### src/hdl/enms_pkg.sv
// ----------------------------------------------------------------------------
// enms_pkg: shared definitions for the edge non-maximum suppression unit
// Field widths, register map, queue sizing, job and bounds types, and the
// direction-code to neighbour-pair table.
// ----------------------------------------------------------------------------
`timescale 1ns / 1ps

package enms_pkg;

	localparam int DEF_MAX_WIDTH  = 1024;
	localparam int DEF_MAX_HEIGHT = 4096;
	localparam int WINDOW_SIZE    = 3;

	localparam int CHAN_W  = 8;
	localparam int ANGLE_W = 8;
	localparam int PIXEL_W = 3 * CHAN_W;

	localparam int WIDTH_REG_W  = 11;
	localparam int HEIGHT_REG_W = 13;
	localparam int WIDTH_RESET  = 640;
	localparam int HEIGHT_RESET = 480;

	localparam int APB_ADDR_W = 3;
	localparam int APB_DATA_W = 32;

	// register index, taken from the word address
	localparam logic REG_IMAGE_WIDTH  = 1'b0;
	localparam logic REG_IMAGE_HEIGHT = 1'b1;

	localparam int QUEUE_DEPTH   = 4;
	localparam int QUEUE_PTR_W   = $clog2(QUEUE_DEPTH);
	localparam int QUEUE_LEVEL_W = $clog2(QUEUE_DEPTH + 1);

	typedef logic [CHAN_W-1:0]  chan_t;
	typedef logic [ANGLE_W-1:0] angle_t;
	typedef logic [PIXEL_W-1:0] pixel_t;

	typedef enum logic [1:0] {
		PAIR_HORZ,       // left and right
		PAIR_DIAG_FALL,  // upper-left and lower-right
		PAIR_VERT,       // above and below
		PAIR_DIAG_RISE   // upper-right and lower-left
	} pair_t;

	typedef struct packed {
		logic top;
		logic bottom;
		logic left;
		logic right;
	} bounds_t;

	typedef struct packed {
		pixel_t centre;
		chan_t  red_a;
		chan_t  red_b;
		logic   frame_end;
	} job_t;

	function automatic chan_t red_of(input pixel_t px);
		return px[PIXEL_W-1 -: CHAN_W];
	endfunction

	// Degrees are floor(code*360/255), folded by 180 above 180. The sector edges
	// at 22.5, 67.5, 112.5 and 157.5 degrees land on these code ranges.
	function automatic pair_t pair_of(input angle_t code);
		pair_t pair;
		case (code) inside
			[8'd17:8'd48], [8'd144:8'd175]:  pair = PAIR_DIAG_FALL;
			[8'd49:8'd80], [8'd176:8'd207]:  pair = PAIR_VERT;
			[8'd81:8'd111], [8'd208:8'd239]: pair = PAIR_DIAG_RISE;
			default:                         pair = PAIR_HORZ;
		endcase
		return pair;
	endfunction

endpackage

### src/hdl/enms_if.sv


interface enms_res_if;
	logic                  valid;
	logic                  ready;
	logic [enms_pkg::CHAN_W-1:0] out_red;
	logic [enms_pkg::CHAN_W-1:0] out_green;
	logic [enms_pkg::CHAN_W-1:0] out_blue;
	logic                  frame_end;

	modport source (output valid, out_red, out_green, out_blue, frame_end, input ready);
	modport sink (input valid, out_red, out_green, out_blue, frame_end, output ready);
endinterface

### src/hdl/enms_back.sv
// ----------------------------------------------------------------------------
// enms_back: suppression compare and result register
// Keeps the centre pixel when its red is at least both neighbours' reds.
// ----------------------------------------------------------------------------
`timescale 1ns / 1ps

module enms_back (
	input  logic           clk,
	input  logic           arst_n,
	input  enms_pkg::job_t job,
	input  logic           job_valid,
	output logic           pop,
	enms_res_if.source     result
);

	logic             out_valid_q;
	enms_pkg::pixel_t out_pix_q;
	logic             out_fend_q;
	enms_pkg::chan_t  centre_red;
	logic             keep;

	assign centre_red = enms_pkg::red_of(job.centre);
	assign keep       = (centre_red >= job.red_a) && (centre_red >= job.red_b);

	// advance when the result register is free or being drained
	assign pop = job_valid && (!out_valid_q || result.ready);

	always_ff @(posedge clk or negedge arst_n) begin
		if (!arst_n) begin
			out_valid_q <= 1'b0;
		end else if (pop) begin
			out_valid_q <= 1'b1;
		end else if (result.ready) begin
			out_valid_q <= 1'b0;
		end
	end

	always_ff @(posedge clk) begin
		if (pop) begin
			out_pix_q  <= keep ? job.centre : '0;
			out_fend_q <= job.frame_end;
		end
	end

	assign result.valid     = out_valid_q;
	assign result.out_red   = out_pix_q[enms_pkg::PIXEL_W-1 -: enms_pkg::CHAN_W];
	assign result.out_green = out_pix_q[2*enms_pkg::CHAN_W-1 -: enms_pkg::CHAN_W];
	assign result.out_blue  = out_pix_q[enms_pkg::CHAN_W-1:0];
	assign result.frame_end = out_fend_q;

endmodule

### src/flat_wrapper.sv
// flat-port wrapper written by rule: the top's interface ports become plain ports
module enms_back_flat 
  (clk, arst_n, job, job_valid, pop, result_valid, result_out_red, result_out_green, result_out_blue, result_frame_end, result_ready);
  enms_res_if result_i ();
  input  logic clk;
  input  logic arst_n;
  input  enms_pkg::job_t job;
  input  logic job_valid;
  output logic pop;
  output wire logic [$bits(result_i.valid)-1:0] result_valid;
  output wire logic [$bits(result_i.out_red)-1:0] result_out_red;
  output wire logic [$bits(result_i.out_green)-1:0] result_out_green;
  output wire logic [$bits(result_i.out_blue)-1:0] result_out_blue;
  output wire logic [$bits(result_i.frame_end)-1:0] result_frame_end;
  input wire logic [$bits(result_i.ready)-1:0] result_ready;
  assign result_valid = result_i.valid;
  assign result_out_red = result_i.out_red;
  assign result_out_green = result_i.out_green;
  assign result_out_blue = result_i.out_blue;
  assign result_frame_end = result_i.frame_end;
  assign result_i.ready = result_ready;
  enms_back u_core (.clk(clk), .arst_n(arst_n), .job(job), .job_valid(job_valid), .pop(pop), .result(result_i));
endmodule
### config.mk
export PLATFORM = sky130hd
export DESIGN_NAME = enms_back_flat
export DESIGN_NICKNAME = d
export VERILOG_FILES = /design/src/hdl/enms_pkg.sv /design/src/hdl/enms_if.sv /design/src/hdl/enms_back.sv /design/src/flat_wrapper.sv
export SDC_FILE = /design/constraint.sdc
export NUM_CORES = 1
export LEC_CHECK = 0
export ABC_CLOCK_PERIOD_IN_PS = 1500
export BUFFER_PORTS_ARGS = -buffer_cell sky130_fd_sc_hd__buf_2
export CAP_MARGIN = 20
export CORE_UTILIZATION = 40
export CTS_CLUSTER_SIZE = 10
export DETAILED_ROUTE_END_ITERATION = 10
export PLACE_DENSITY = 0.75
export SLEW_MARGIN = 20
export SYNTH_ARGS = -nofsm -noshare
export SYNTH_HDL_FRONTEND = slang
export SYNTH_SLANG_ARGS = --single-unit
### constraint.sdc
create_clock -name clk -period 1.5 [get_ports clk]
set_clock_uncertainty 0.15 [all_clocks]
set_input_delay 0.15 -clock clk [delete_from_list [all_inputs] [get_ports clk]]
set_output_delay 0.15 -clock clk [all_outputs]
set_load 0.01 [all_outputs]
# Yosys cells after proc, flatten, opt, wreduce, memory -nomap -nowiden
# Index checks and enable logic that the tools add are counted.
dict set report word_totals {
  regBits 26
  latch_bits 0
  ramBits 0
  romBits 0
  inputBits 45
  word_cells 12
  n_memories 0
}
dict set report classes {
  addsub 0
  n_mul 0
  div 0
  magnitude_cmp 2
  eq_ne 0
  shifts 0
  muxes 2
  bitwise_logic 0
  reduce_logical 5
}
# op n
set op_table {}
lappend op_table {{greater-or-equal comparator 8 bit} 2}
lappend op_table {{logical AND 1 bit} 2}
lappend op_table {{2-to-1 mux 1 bit} 2}
lappend op_table {{nonzero test 2 bit} 1}
lappend op_table {{logical NOT 1 bit} 1}
lappend op_table {{logical OR 1 bit} 1}

# Logic depth before layout (Yosys ltp)
dict set report logic_depth {
  depth_word 4
  mapped_depth 7
  depth_no_buf 6
}

# Least setup slack after synthesis
# OpenSTA, ideal clock, no wires.
dict set report synth_timing {
  kind {input port to flip-flop}
  start {input job[4] (netlist name)}
  end {register u_core.out_pix_q[0], data pin}
  setup_time_ps 255
  arrival_time_ps 1459
  t_required_ps 1095
  slack_ps -364
  cell_stages 7
  path_cell_list {inv_1 -> ha_1 -> a211oi_2 -> o21ai_1 -> a221oi_2 -> buf_6 -> nor3b_1}
}
dict set report synth_via {
  elab_chain_len 2
}
# item line
set synth_lines {}
lappend synth_lines {{from (decl)} flat_wrapper.sv:7} ;# input enms_pkg::job_t job;
lappend synth_lines {{greater-or-equal comparator 8 bit} enms_back.sv:23} ;# assign keep = (centre_red >= job.red_a) && (centre_red >= job.red_b);
lappend synth_lines {{logical AND 1 bit} enms_back.sv:23}
lappend synth_lines {{to (signal assigned)} enms_back.sv:40} ;# out_pix_q <= keep ? job.centre : '0;
lappend synth_lines {{to (decl)} enms_back.sv:17} ;# enms_pkg::pixel_t out_pix_q;
# No other way between the ends.
# A chain may end at the register's enable or synchronous reset.

# Worst setup path after layout
dict set report layout_timing {
  start {input job[37] (netlist name)}
  end {register u_core.out_pix_q[23], data pin}
}
dict set report layout_via {
  elab_chain_len 2
  elab_cells_between_ends 3
}
# item line
set layout_lines {}
lappend layout_lines {{greater-or-equal comparator 8 bit} enms_back.sv:23}
lappend layout_lines {{logical AND 1 bit (*)} enms_back.sv:23}
# Every way passes the cells marked *; elsewhere a longest branch is shown, timed or not.

==> results.md <==
* DR vias/cell at ~4.7
* Critical-path cell list: buf_4 > ha_4 > o2111a_1 > a221oi_4 > buf_6 > buf_12 > nor3b_1
* Final Setup Violations at 15
* Synth top area share at 0.5300
* Status: finished, violations left
* Drt drc at 0
* CTS tree: done
* Global route overflow at 0
* Die area at roughly 3800 sq um
* CP top delay family: compound AO/OA/AOI/OAI gates
* Initial antenna violation count at 0
* Post-route cell area at roughly 2500 sq um
* Root buf cell: clkbuf_4
* Area leader, netlist: edfxtp_1
* First-pass GRT wire length at just under 5000 um
* CP Launch Type: input pin
* Final nets at between 200 and 300
* Antenna Cells at 0
* YS warnings at 0
* Crit Path Category: in -> reg
* Crit end category: register
* Max IR drop VDD at 364.8 uV
* Final WS setup at -0.02012 ns
* Routed Antenna Nets at 0
* Unrepaired setup endpoints after global routing: yes
* Hold WC Path Type: in -> reg
* Placer congestion estimate at 0.6610
* Failing checks: setup timing
* Power Total at between 1.5 and 2 mW
* Period utilisation layout at 1.013
* Post-synth EDFFs at 25
* Final slew viol count at 0
* WP data arrival at roughly 1.5 ns
* Synth area leaders: edfxtp_1 (53%), ha_1 (14%), nor3b_1 (12%)
* Top FF cell, synth: edfxtp_1
* Worst Tran Pin Value at around 0.22 ns
* Port buffer count at 71
* Cell Pwr Density at 770.0 nW/um^2
* Slowest cell on the critical path: a221oi_4
* Crit path time final at about 1.5 ns
* DPL Wire Length at around 2500 um
* Fmax at 657.8 MHz
* Post-synthesis register bit count at 26
* Max cap viols at 0
* Mean Syn Cell Area at 13.89 sq um
* Post-synth ARST share at 0.03846
* Synth cell count leaders: edfxtp_1 (25), nor3b_1 (23), ha_1 (16)
* Required @ worst endpoint at about 1.4 ns
* Post-synthesis sequential area ratio at 0.5477
* Rows at 21
* Die Ht at slightly above 60 um
* Ports at 72
* Starting DRT DRC Count at 26
* Slowest stage delay, CP at slightly below 0.3 ns
* Vias at about 1.2k
* Initial core utilization at 0.4211
* CP max FO at 12
* H-tree depth at 1
* Static Leakage at around 1.1 nW
* Max transition margin at 0.8540
* DRT Wirelength at roughly 3600 um
* Area grow syn2layout at 76.59%
* CTS Buf Count at 3
* Total track usage at 0.1816
* First-pass DRT Iterations at 4
* WL met1 at between 1000 and 1500 um
* Max clock buf depth at 2
* WP buf/inv at 3
* Largest net degree at the start of global routing at 25
* Syn Nets at 163
* Final Hold Fails at 0
* FILL cells at roughly 230
* Mapped Area at about 1400 sq um
* Skew-Pair Late Insertion Delay at roughly 0.32 ns
* Vias in the first global route at between 1k and 1.5k
* Clock-pin slew on the worst setup and hold paths at 0.12 ns
* Layout cells sized above 1 at 0.6946
* Most frequent cell after synthesis: edfxtp_1
* Wire length per cell at roughly 14 um
* Netlist cell types at 16
* Post-DP Area at between 2000 and 2500 sq um
* Met2 WL at 1918 um
* Sink Count at 26
* Post-synthesis cell count at slightly above 100
* Die X at 61.51 um
* Highest metal used: met4
* Met3 wire len at approximately 190 um
* Core Region at between 3000 and 4000 sq um
-- metrics by stage --
| step | worst slack [ns] | util | hold slack, ns | setup TNS [ns] | instances |
|---|---|---|---|---|---|
| 2_1_floorplan | -0.1847 | - | -0.2956 | -3.745 | 102 |
| 3_3_place_gp | -0.3540 | 0.6451 | -0.2261 | -8.296 | 227 |
| 3_5_place_dp | -0.4032 | 0.6451 | -0.2246 | -9.336 | 227 |
| 4_1_cts | -0.0008409 | 0.7039 | 0.006630 | -0.0008409 | 241 |
| 5_1_grt | -0.07145 | 0.7437 | 0.01405 | -1.208 | 249 |
| 6_report | -0.02012 | 0.7437 | 0.007042 | -0.1659 | 249 |
-- power by group --
| part | switching (mW) | internal (mW) | total [mW] |
|---|---|---|---|
| sequential | 0.0107 | 0.848 | 0.859 |
| clock | 0.200 | 0.270 | 0.471 |
| combinational | 0.272 | 0.324 | 0.596 |
| total | 0.483 | 1.44 | 1.93 |
-- layer usage --
metal  vias to the layer above  track usage
li1                        583            -
met3                         6      0.02731
met4                         0      0.08254
met2                        49       0.3379
met1                       526       0.2021
met5                         -            0
-- flip-flops by register name, summed over array words and instances, names as in the netlist --
name                     flops
u_core.result.frame_end      1
u_core.result.valid          1
u_core.out_pix_q            24
-- final cells by class --
type                       count  area (sq um)  share of cell area
tap                           46         57.56             0.02301
inverter                      15         81.33             0.03252
multi-input combinational     57         804.5              0.3217
sequential                    26         775.7              0.3102
timing repair buffer         101         729.5              0.2916
clock inverter                 1         30.03             0.01201
clock buffer                   3         22.52            0.009004
-- layout by cell type (no fill, tap or decap), drive strengths merged, types with 2 or more instances in the layout --
master       count
edfxtp          25
clkbuf           5
o2111a           2
buf             88
inv             15
o211ai           2
a221oi           2
nand2b           2
o21ai            2
dlygate4sd3     10
ha              16
a21o             2
a211oi           2
nor3b           25
-- final timing paths --
path                                     start                       to  slack [ns]  cells after the start
max                                    job[37]     u_core.out_pix_q[23]       -0.02                      7
min                                    job[31]     u_core.out_pix_q[14]       0.007                      2
max reg2reg                u_core.result.valid      u_core.result.valid        0.11                      3
min reg2reg                u_core.result.valid  u_core.result.frame_end        0.84                      3
max in group asynchronous               arst_n      u_core.result.valid        0.61                      3
min in group asynchronous               arst_n      u_core.result.valid        0.49                      3
-- worst register-to-register path, cell delays in order, from the launching register on --
cell and delay [ns]:
dfrtp_1 0.40, nand2b_1 0.10, nand2b_1 0.07, dlygate4sd3_1 0.56
-- cells by family after synthesis --
group / after synthesis / synth area share
AOI/OAI and AO/OA: 12 / 0.08303
adders and majority gates: 16 / 0.1413
buffers and inverters: 19 / 0.07155
DFF: 26 / 0.5477
and+or+nand+nor: 29 / 0.1564
-- repair_timing --
| action | 4_1_cts | 5_1_grt |
|---|---|---|
| pin swaps | 1 | 5 |
| setup buffers | 1 | 3 |
| gates resized for setup | 14 | 9 |
| endpoints found under the setup margin | 25 | 25 |
| hold buffers | 9 | 2 |
| endpoints found under the hold margin | 7 | 2 |
| cloned | 0 | 4 |
Note: power is estimated with default switching activity, not from simulation.
