===== src/hdl/enms_pkg.sv =====
// ----------------------------------------------------------------------------
// enms_pkg: shared definitions for the edge non-maximum suppression unit
// Field widths, register map, queue sizing, job and bounds types, and the
// direction-code to neighbour-pair table.
// ----------------------------------------------------------------------------
`timescale 1ns / 1ps

package enms_pkg;

	localparam int DEF_MAX_WIDTH  = 1024;
	localparam int DEF_MAX_HEIGHT = 4096;
	localparam int WINDOW_SIZE    = 3;

	localparam int CHAN_W  = 8;
	localparam int ANGLE_W = 8;
	localparam int PIXEL_W = 3 * CHAN_W;

	localparam int WIDTH_REG_W  = 11;
	localparam int HEIGHT_REG_W = 13;
	localparam int WIDTH_RESET  = 640;
	localparam int HEIGHT_RESET = 480;

	localparam int APB_ADDR_W = 3;
	localparam int APB_DATA_W = 32;

	// register index, taken from the word address
	localparam logic REG_IMAGE_WIDTH  = 1'b0;
	localparam logic REG_IMAGE_HEIGHT = 1'b1;

	localparam int QUEUE_DEPTH   = 4;
	localparam int QUEUE_PTR_W   = $clog2(QUEUE_DEPTH);
	localparam int QUEUE_LEVEL_W = $clog2(QUEUE_DEPTH + 1);

	typedef logic [CHAN_W-1:0]  chan_t;
	typedef logic [ANGLE_W-1:0] angle_t;
	typedef logic [PIXEL_W-1:0] pixel_t;

	typedef enum logic [1:0] {
		PAIR_HORZ,       // left and right
		PAIR_DIAG_FALL,  // upper-left and lower-right
		PAIR_VERT,       // above and below
		PAIR_DIAG_RISE   // upper-right and lower-left
	} pair_t;

	typedef struct packed {
		logic top;
		logic bottom;
		logic left;
		logic right;
	} bounds_t;

	typedef struct packed {
		pixel_t centre;
		chan_t  red_a;
		chan_t  red_b;
		logic   frame_end;
	} job_t;

	function automatic chan_t red_of(input pixel_t px);
		return px[PIXEL_W-1 -: CHAN_W];
	endfunction

	// Degrees are floor(code*360/255), folded by 180 above 180. The sector edges
	// at 22.5, 67.5, 112.5 and 157.5 degrees land on these code ranges.
	function automatic pair_t pair_of(input angle_t code);
		pair_t pair;
		case (code) inside
			[8'd17:8'd48], [8'd144:8'd175]:  pair = PAIR_DIAG_FALL;
			[8'd49:8'd80], [8'd176:8'd207]:  pair = PAIR_VERT;
			[8'd81:8'd111], [8'd208:8'd239]: pair = PAIR_DIAG_RISE;
			default:                         pair = PAIR_HORZ;
		endcase
		return pair;
	endfunction

endpackage


===== src/hdl/enms_queue.sv =====
// ----------------------------------------------------------------------------
// enms_queue: job queue
// Short first-in first-out buffer between the window front and the back.
// ----------------------------------------------------------------------------
`timescale 1ns / 1ps

module enms_queue (
	input  logic                               clk,
	input  logic                               arst_n,
	input  logic                               push,
	input  enms_pkg::job_t                     job_in,
	input  logic                               pop,
	output enms_pkg::job_t                     job_out,
	output logic                               not_empty,
	output logic [enms_pkg::QUEUE_LEVEL_W-1:0] level
);

	enms_pkg::job_t                   slot_q [enms_pkg::QUEUE_DEPTH];
	logic [enms_pkg::QUEUE_PTR_W-1:0] wr_ptr_q;
	logic [enms_pkg::QUEUE_PTR_W-1:0] rd_ptr_q;
	logic [enms_pkg::QUEUE_LEVEL_W-1:0] level_q;

	always_ff @(posedge clk) begin
		if (push) begin
			slot_q[wr_ptr_q] <= job_in;
		end
	end

	always_ff @(posedge clk or negedge arst_n) begin
		if (!arst_n) begin
			wr_ptr_q <= '0;
			rd_ptr_q <= '0;
			level_q  <= '0;
		end else begin
			if (push) begin
				wr_ptr_q <= wr_ptr_q + 1'b1;
			end
			if (pop) begin
				rd_ptr_q <= rd_ptr_q + 1'b1;
			end
			case ({push, pop})
				2'b10:   level_q <= level_q + 1'b1;
				2'b01:   level_q <= level_q - 1'b1;
				default: level_q <= level_q;
			endcase
		end
	end

	assign job_out   = slot_q[rd_ptr_q];
	assign not_empty = (level_q != '0);
	assign level     = level_q;

endmodule


===== config.mk =====
export PLATFORM = sky130hd
export DESIGN_NAME = enms_queue
export DESIGN_NICKNAME = d
export VERILOG_FILES = /design/src/hdl/enms_pkg.sv /design/src/hdl/enms_queue.sv
export SDC_FILE = /design/constraint.sdc
export NUM_CORES = 1
export LEC_CHECK = 0
export ABC_AREA = 0
export BUFFER_PORTS_ARGS = -buffer_cell sky130_fd_sc_hd__buf_4
export CORE_AREA = 3 3 110 112
export DETAILED_ROUTE_END_ITERATION = 10
export DIE_AREA = 0 0 113 115
export MAX_ROUTING_LAYER = met4
export PLACE_DENSITY = 0.77
export SKIP_CTS_REPAIR_TIMING = 1
export SLEW_MARGIN = 20
export SYNTH_ARGS = -nofsm -noshare
export SYNTH_HDL_FRONTEND = slang
export SYNTH_SLANG_ARGS = --single-unit
export TNS_END_PERCENT = 20

===== constraint.sdc =====
create_clock -name clk -period 3 [get_ports clk]
set_input_delay 0 -clock clk [delete_from_list [all_inputs] [get_ports clk]]
set_output_delay 0 -clock clk [all_outputs]
set_load 0.02 [all_outputs]

Yosys cells after proc, flatten, opt, wreduce, memory -nomap -nowiden
Memories as Yosys holds them, arrays and structs flattened.
Index checks and enable logic that the tools add are counted.
- eq/ne operators: 2
- reduce and logical (&&, ||, !) cells: 2
- add/sub/neg operators: 4
- multiplexer cells: 3
- operator list (cell ; number):
    3-bit one-hot mux with 2 select lines ; 1
    2-bit by 1-bit adder with 2-bit output (second input constant) ; 2
    3-bit by 1-bit adder with 3-bit output (second input constant) ; 1
    3-bit nonzero test ; 1
    3-bit by 1-bit subtractor with 3-bit output (second input constant) ; 1
    2-bit by 1-bit equality test with 1-bit output (second input constant) ; 1
    2-bit equality test (second input constant) ; 1
    1-bit 2-to-1 mux ; 2
    2-bit nonzero test ; 1
- bits of input ports: 45
- RAM bits: 164
- bits in registers: 7
- memories: 1
- logic and storage cells: 15
- memories (name ; words ; bits a word ; read ports ; clocked after Yosys merged registers in ; write ports ; line ; text):
    slot_q ; 4 ; 41 ; 1 ; 0 ; 1 ; enms_queue.sv:18 ; enms_pkg::job_t slot_q [enms_pkg::QUEUE_DEPTH];

Depth between registers and ports, before layout
Gate-level depths: netlist of the first run.
- word-level depth: 2
- gate-level depth with buffers: 6

Worst setup path before layout of the first run
No wires, ideal clock.
- path type: reg-to-reg
- from: register wr_ptr_q[0] in the netlist's numbering
- to: memory slot_q[2][0] in the netlist's numbering (enable)
- data arrival time: 1606 ps
- data required time: 2598 ps
- path slack: 992 ps
- cell stages (with the launch flop): 4
- buffers on the path: 0
- period minus slack after synthesis: 2008 ps
- cells stage by stage: dfrtp_1 -> inv_1 -> ha_1 -> and2_1
- RTL lines (element ; line ; text):
    from (decl) ; enms_queue.sv:19 ; logic [enms_pkg::QUEUE_PTR_W-1:0] wr_ptr_q;
    from (signal assigned) ; enms_queue.sv:36 ; wr_ptr_q <= wr_ptr_q + 1'b1;
    to (decl) ; enms_queue.sv:18 ;
Straight into the memory's write port.

==> impl_results.md, run 1 <==
- Final Total Pwr: 8.18 mW
- Initial core utilization: 56.1%
- Final setup viols: 0
- Clock edge transition at the registers on the reported setup and hold paths: ~0.060 ns
- Non-Filler Instances: 554
- Clk Latency, worst-skew pair: 0.41 ns
- Synth-to-layout area growth: 29.6%
- Total number of H-tree levels: 4
- Detail Placement HPWL: 6.73 mm
- Hold Path Stages: 2
- Core Area: 11300 sq um
- DR iter-0 viols: 189
- Largest family of logic cells by synthesized area: multiplexers
- DR vias/cell: 5.44
- Max-cap check violation count: 0
- Worst hold path class: in2reg
- Gpl congestion: 0.725
- Mapped Area: 6350 sq um
- Setup WS post-layout: about 0.74 ns
- Total Neg Setup Slack: 0 ns
- Xor-xnor portion of the synthesized cell area: less than 1%
- CP cell instances: buf_4, mux4_1, buf_4
- Peak VDD IR: 0.579 mV
- Fin Clk Skew: 0.00641 ns
- Die area: 13000 sq um
- Cells after Synth: 247
- Fin crit period: 2.26 ns
- CTS sink count: around 170
- Worst setup SP type: flop
- Crit Path Class: reg2out
- Post-Place Cells: 477
- Post-Synth Adder-Cell Area: 1.30%
- Post-route cell area: 8240 sq um
- Most used cell, CP: buf_4
- Initial antenna violation count: 0
- Post-synth cell types: 19
- First-pass GRT wire length: 16.8 mm
- Peak fanout along the critical path: 18
- Power per cell area: 993 nW/um^2
- Root Driver: clkbuf_16
- Post-route ant nets: 0
- Sequential area share after synthesis: 80.3%
- Critical Path RT: 3.00 ns
- Port buffer count: a little under 90
- Commonest non-fill, non-tap cell in the layout: edfxtp_1
- Fin. Hold Viols: 0
- GRT Total Usage: 18.4%
- R2r worst-path depth: 4
- CTS Buffer Depth: 2
- Largest stage delay, worst path: around 0.74 ns
- Die W: between 100 and 150 um
- Simple-Gate Fraction of Synth Area: 0.669%
- Status: finished, final reports clean
- Least-Margin Pin Slew: 1.04 ns
- Layout cell share with drive strength beyond 1: 41.1%
- I/O pins: 90
- Drt wl/cell: 20.4 um
- Most frequent cells in the layout: edfxtp_1, buf_4, dlygate4sd3_1
- CP Capture Type: output pin
- Seq cells post-synth: 171
- DP Area: 7180 sq um
- Setup WS pre-CTS: 1.12 ns
- Avg Inst Size Synth: 25.7 sq um
- DR DRC count: 0
- Largest net degree at the start of global routing: 43
- TritonCTS clock tree: built
- Tcrit/Tclk final: 75.4%
- Antenna Cells: 0
- Vias in the first global route: 3050
- Pins Over Slew Limit: 0
- Mux contribution to synthesized area: 14.9%
- Crit path DAT: ~2.3 ns
- Overall routed net length: 11.3 mm
- Rows: 39
- Total number of vias: 3012
- Ys Warns: 0
- Slew HR: 30.7%
- Static Leak: 2.92 nW
- Die Ht: approximately 120 um
- Max Fclk: 442 MHz
- Total CTS buffers: 17
- Post-synthesis compound-gate area fraction: 0.0788%
- Pre-antenna DRT Iters: 4
- Synthesized net count: 298
- Slowest cell on the critical path: dfrtp_2
- Gr ovfl total: 0
- RSZ-0062 raised after global routing: false
- Net count, final: around 450
==> critical path, delay by kind of cell, from the launching register on <==
| family | cells | cell delay, ns |
|---|---|---|
| buffers and inverters | 2 | 0.50 |
| flip-flops | 1 | 0.74 |
| multiplexers | 1 | 0.60 |
==> final timing paths <==
check	from	to	slack, ns
max in group asynchronous	arst_n	rd_ptr_q[1]	2.16
max reg2reg	wr_ptr_q[0]	slot_q[2][18]	1.12
max	rd_ptr_q[0]	job_out[0]	0.74
min in group asynchronous	arst_n	level[0]	0.57
min	job_in[37]	slot_q[2][37]	0.33
min reg2reg	level[2]	level[2]	0.49
==> layout make-up <==
type                       instances  area, sq um
tap                              143          179
clock inverter                    13          174
sequential                       171         5100
clock buffer                      19          433
multi-input combinational         63         1130
fill                             663         3080
inverter                           3         11.3
timing repair buffer             142         1200
==> state kept, by name (all words and copies together) (netlist names) <==
signal	flops
slot_q	164
level	3
wr_ptr_q	2
rd_ptr_q	2
==> cells by family (layout without fill, tap and decap cells) <==
group | Yosys count | in the layout
adders and majority gates | 6 | 6
AOI/OAI and AO/OA | 1 | 1
xor gates and xnor gates | 6 | 6
muxes | 42 | 42
DFF | 171 | 171
buffers and inverters | 13 | 177
and+or+nand+nor | 8 | 8
==> where the power goes <==
group / total (mW) / switching, mW / internal [mW]
combinational: 2.51 / 1.26 / 1.26
clock: 2.22 / 0.833 / 1.38
sequential: 3.45 / 0.316 / 3.13
total: 8.18 / 2.41 / 5.77
==> through the flow <==
stage | util (%) | hold WS, ns
after floorplan | - | -0.296
after global placement | 63.4 | -0.185
after detailed placement | 63.4 | -0.184
after CTS | 68.8 | -0.631
after global routing | 72.8 | 0.317
final | 72.8 | 0.331
==> cell usage after synthesis (all sizes together) <==
master / instances / share of area, %
buf: 9 / 1.8
clkbuf: 1 / 0.059
edfxtp: 164 / 77
o21ai: 1 / 0.079
mux2: 1 / 0.18
xor2: 3 / 0.41
mux4: 41 / 15
fa: 1 / 0.32
xnor2: 3 / 0.41
and2: 4 / 0.39
inv: 3 / 0.18
nor2: 1 / 0.059
ha: 5 / 0.98
nand2: 2 / 0.12
or3: 1 / 0.099
dfrtp: 7 / 2.8
==> routing by layer <==
metal  part of all wire [%]  track usage [%]  up-vias  routed length [um]
li1                       -                -     1344                   -
met1                     40             22.6     1552                4470
met2                     53             29.2      104                6030
met3                    5.8             5.58       12                 653
met4                    1.1             7.13        0                 128
met5                      0                -        -                   0
(Power assumes the default switching activity.)
==> run 2, diff against run 1 <==
Settings changed: CORE_AREA 3 3 110 112 to 3 3 116 118, DIE_AREA 0 0 113 115 to 0 0 119 121, PLACE_DENSITY 0.77 to 0.73.
Clock period 3 ns to 2.03 ns, I/O delays scaled along.
==> run 2 against run 1 <==
Worst setup slack got worse by 0.64 ns. Clock skew fell by 0.0029 ns. Wire length shrank 3.6%. Register-to-register slack got worse by 0.61 ns. Die area is 11% higher. Power rose by 48%. Hold slack worse by 0.0065 ns. Combinational power increased by 63%. Count of clock-buffer cells in the layout fell by 2. Critical path depth is the same. Largest cell class unchanged. Largest power group unchanged. Highest routed layer unchanged.
==> impl_results.md, run 2 (synthesized netlist as in run 1, its figures left out) <==
- CP Capture Type: output pin
- DR iter-0 viols: 161 (-15%)
- Non-Filler Instances: 592 (+6.9%)
- Clk Latency, worst-skew pair: 0.41 ns (about the same)
- Initial antenna violation count: 0 (unchanged)
- Root Driver: clkbuf_16
- Pins Over Slew Limit: 0 (unchanged)
- Max Fclk: 519 MHz
- GRT Total Usage: 16.2% (-2.2 points)
- Die Ht: 121 um (+5.2%)
- Die area: 14400 sq um (+11%)
- Critical Path RT: 2.03 ns (-0.97 ns)
- Setup WS pre-CTS: 0.419 ns (-0.697 ns)
- I/O pins: 90 (unchanged)
- FF+latch area: 5100 sq um (about the same)
- Least-Margin Pin Slew: 0.397 ns (-0.642 ns)
- Layout cell share with drive strength beyond 1: 43.1% (+2.0 points)
- Drt wl/cell: 18.4 um (-9.8%)
- Largest register FFs: 164 (unchanged)
- Post-Place Cells: 511 (+7.1%)
- Final setup viols: 0 (unchanged)
- CTS Buffer Depth: 2 (unchanged)
- Rows: 41 (+5.1%)
- DR DRC count: 0 (unchanged)
- Gr ovfl total: 0 (unchanged)
- Synth-to-layout area growth: 31.4%
- DR vias/cell: 5.07 (-6.7%)
- First-pass GRT wire length: 16.7 mm (-0.17%)
- Fin Clk Skew: 0.00354 ns (-0.00287 ns)
- Setup WS post-layout: 0.102 ns (-0.636 ns)
- Initial core utilization: 50.6% (-5.6 points)
- Final Total Pwr: 12.1 mW (+48%)
- Clock edge transition at the registers on the reported setup and hold paths: 0.06 ns (about the same)
- Die W: 119 um (+5.3%)
- Crit Path Class: reg2out
- Power per cell area: 1450 nW/um^2 (+47%)
- Detail Placement HPWL: 6.59 mm (-2.1%)
- Core Area: 12600 sq um (+11%)
- Fillcell total: 825 (+24%)
- Status: finished, final reports clean
- Commonest non-fill, non-tap cell in the layout: edfxtp_1
- CTS sink count: 171 (unchanged)
- Total Neg Setup Slack: 0 ns (unchanged)
- RSZ-0062 raised after global routing: false
- Total CTS buffers: 17 (unchanged)
- TritonCTS clock tree: built
- Tcrit/Tclk final: 95.0%
- Reg with most FFs: slot_q
- Peak fanout along the critical path: 15 (-3)
- Worst setup SP type: flop
- Pre-antenna DRT Iters: 4 (unchanged)
- Peak VDD IR: 0.904 mV (+56%)
- Static Leak: 2.96 nW (+1.3%)
- Worst hold path class: in2reg
- Antenna Cells: 0 (unchanged)
- Crit path DAT: 1.93 ns (-0.33 ns)
- Port buffer count: 89 (unchanged)
- Net count, final: 458 (+2.0%)
- Fin crit period: 1.93 ns
- Post-Route Utilization: 66.4% (-6.3 points)
- Multi-input gate area: 1130 sq um (unchanged)
- Largest net degree at the start of global routing: 26 (-40%)
- Total number of vias: 3004 (-0.27%)
- Fin. Hold Viols: 0 (unchanged)
- Total number of H-tree levels: 4 (unchanged)
- Slew HR: 73.5% (+43 points)
- Gpl congestion: 0.712 (-1.8%)
- Max-cap check violation count: 0 (unchanged)
- Vias in the first global route: 3041 (-0.30%)
- Overall routed net length: 10.9 mm (-3.6%)
- Post-route ant nets: 0 (unchanged)
- Most frequent cells in the layout: edfxtp_1, buf_4, dlygate4sd3_1
[run 2: changes by cell type in the layout (fill, tap and decap cells not counted), sizes merged]
cell / delta
inv: +1
clkbuf: -2
clkinv: -1
clkinvlp: +3
buf: +9
bufinv: -1
[run 2: final cells by class]
cell class,instances,share of cell area [%]
flip-flops and latches,171,61.2
well taps,172,2.58
clock inverters,15,2.08
multi-input cells,63,13.6
repair buffers,151,15.4
inverters,3,0.135
clock buffers,17,5.10
[run 2: stage by stage]
stage / hold WS, ns / cell area, sq um
after floorplan: -0.296 / 6350
final: 0.324 / 8350
after global routing: 0.316 / 8350
after global placement: -0.184 / 7270
after CTS: -0.634 / 7870
after detailed placement: -0.181 / 7270
[run 2: per-layer routing]
metal	track usage [%]	part of all wire, %	vias up
li1	-	-	1363
met1	20.7	43	1543
met2	24.9	51	83
met3	5.41	4.9	15
met4	5.65	1.2	0
met5	-	0	-
[run 2: critical path, stage by stage (launching register included)]
cell and delay, ns:
dfrtp_4 0.53, buf_12 0.20, mux4_1 0.59, buf_4 0.18
[run 2: where the power goes]
part / switching [mW] / leakage, nW / internal (mW)
Combinational: 2.12 / 1.10 / 1.97
Sequential: 0.221 / 1.59 / 4.63
Clock: 1.26 / 0.278 / 1.93
[run 2: path summary, 6_finish.rpt]
check	start	to	slack [ns]	cells past startpoint
max in group asynchronous	arst_n	rd_ptr_q[0]	1.21	3
worst max register to register	wr_ptr_q[0]	slot_q[0][30]	0.51	4
worst max-delay path	rd_ptr_q[0]	job_out[0]	0.10	3
min in group asynchronous	arst_n	rd_ptr_q[0]	0.55	3
worst min-delay path	job_in[33]	slot_q[1][33]	0.32	2
worst min register to register	level[2]	level[2]	0.50	1
==> run 3, diff against run 2 <==
==> constraint.sdc (replaced) <==
create_clock -name clk -period 2.03 [get_ports clk]
set_input_delay 0 -clock clk [delete_from_list [all_inputs] [get_ports clk]]
set_output_delay 0 -clock clk [all_outputs]
set_load 0.1 [all_outputs]
==> run 3 against run 2 <==
Fmax up 0.85%. Worst setup slack better by 0.016 ns. Highest routed layer unchanged. Sequential cell count unchanged. Largest cell class unchanged.
==> impl_results.md, run 3 (synthesized netlist as in run 1, its figures left out) <==
- Status: finished, final reports clean
- Hold_ws: 0.334 ns (+0.00981 ns)
- Final setup viols: 0 (unchanged)
- Gr ovfl total: 0 (unchanged)
- DR vias/cell: 5.08 (+0.14%)
- Clk Latency, worst-skew pair: 0.41 ns (about the same)
- Post-route ant nets: 0 (unchanged)
- Slew HR: 74.8% (+1.3 points)
- Least-Margin Pin Slew: 0.378 ns (-0.0195 ns)
- I/O pins: 90 (unchanged)
- GR peak layer: met2
- Worst hold path class: in2reg
- Synth-to-layout area growth: 31.1%
- Peak fanout along the critical path: 10 (-5)
- Clock edge transition at the registers on the reported setup and hold paths: 0.06 ns (about the same)
- CP cell instances: buf_12, mux4_1, buf_4
- Die W: 119 um (unchanged)
- Total number of vias: 2988 (-0.53%)
- Total CTS buffers: 17 (unchanged)
- Detail Placement HPWL: 6.75 mm (+2.3%)
- Largest net degree at the start of global routing: 25 (-3.8%)
- Die Ht: 121 um (unchanged)
- Most frequent cells in the layout: edfxtp_1, buf_4, dlygate4sd3_1
- Core Area: 12600 sq um (unchanged)
- CTS sink count: 171 (unchanged)
- Largest register FFs: 164 (unchanged)
- Net count, final: 455 (-0.66%)
- Root Driver: clkbuf_16
- FF+latch area: 5100 sq um (unchanged)
- RSZ-0062 raised after global routing: false
- Commonest non-fill, non-tap cell in the layout: edfxtp_1
- Antenna Cells: 0 (unchanged)
- Met3 Use GR: 5.27% (-0.14 points)
- TritonCTS clock tree: built
- Fin Clk Skew: 0.00499 ns (+0.00145 ns)
- Pre-antenna DRT Iters: 4 (unchanged)
- Layout cell share with drive strength beyond 1: 42.5% (-0.55 points)
- Vias in the first global route: 3232 (+6.3%)
- Multi-input gate area: 1130 sq um (unchanged)
- Crit Path Class: reg2out
- DR iter-0 viols: 207 (+29%)
- First-pass GRT wire length: 17.1 mm (+2.1%)
- Slowest cell on the critical path: mux4_1
- Pins Over Slew Limit: 0 (unchanged)
- Drt wl/cell: 18.7 um (+2.0%)
- Initial antenna violation count: 0 (unchanged)
- Grt met2 use: 26.9% (+2.0 points)
- Rows: 41 (unchanged)
- Fin crit period: 1.91 ns (-0.0163 ns)
- Tcrit/Tclk final: 94.2% (-0.80 points)
- Gpl congestion: 0.686 (-3.7%)
- DP Area: 7260 sq um (-0.17%)
- Die area: 14400 sq um (unchanged)
- Initial core utilization: 50.6% (unchanged)
- CTS Buffer Depth: 2 (unchanged)
- DR DRC count: 0 (unchanged)
- Largest stage delay, worst path: 0.59 ns (about the same)
- Port buffer count: 89 (unchanged)
- Total number of H-tree levels: 4 (unchanged)
- CP Capture Type: output pin
- Reg with most FFs: slot_q
- Fillcell total: 849 (+2.9%)
- Met1 Use GR: 19.8% (-0.82 points)
- GRT Total Usage: 16.5% (+0.28 points)
- Crit path DAT: 1.91 ns (-0.02 ns)
- Worst setup SP type: flop
- Max Fclk: 523 MHz (+0.85%)
- Post-route cell area: 8330 sq um (-0.19%)
- Fin. Hold Viols: 0 (unchanged)
- Critical Path RT: 2.03 ns (about the same)
- Overall routed net length: 11.0 mm (+1.3%)
- Max-cap check violation count: 0 (unchanged)
## run 3: final timing paths
kind | from | end | slack (ns) | cells past startpoint
worst max-delay path | rd_ptr_q[0] | job_out[1] | 0.12 | 3
worst min-delay path | job_in[37] | slot_q[1][37] | 0.33 | 2
worst max register to register | wr_ptr_q[0] | slot_q[0][7] | 0.57 | 4
worst min register to register | level[2] | level[2] | 0.50 | 1
max in group asynchronous | arst_n | rd_ptr_q[0] | 1.16 | 3
min in group asynchronous | arst_n | level[0] | 0.57 | 3
## run 3: final cells by class
type	instances	area share (%)
Inverter	3	0.135
Tap cell	172	2.58
Clock buffer	18	5.15
Sequential cell	171	61.3
Multi-Input combinational cell	63	13.6
Timing Repair Buffer	148	15.1
Clock inverter	13	2.12
## run 3: layer usage
layer  wire (um)  vias to the layer above
li1            -                     1355
met2        5660                       73
met1        4660                     1545
met3         557                       15
met4         146                        0
met5           0                        -
## run 3: worst max-delay path: cells and delay by family (launching register included)
kind / cells / cell delay [ns]
mux: 1 / 0.59
flops: 1 / 0.48
buf+inv: 2 / 0.43
## run 3: metrics by stage
stage	cells	setup WS, ns	utilization (%)	setup TNS (ns)
finish	588	0.119	66.3	0
floorplan	247	0.0219	-	0
global route	588	0.0496	66.3	0
global placement	511	0.372	57.7	0
CTS	542	-0.0935	62.5	-1.21
detailed placement	511	0.368	57.7	0
Power of run 3 is left out: the tool's default activity adds up to more than one toggle a clock period on the data nets, which glitch-free logic cannot reach.
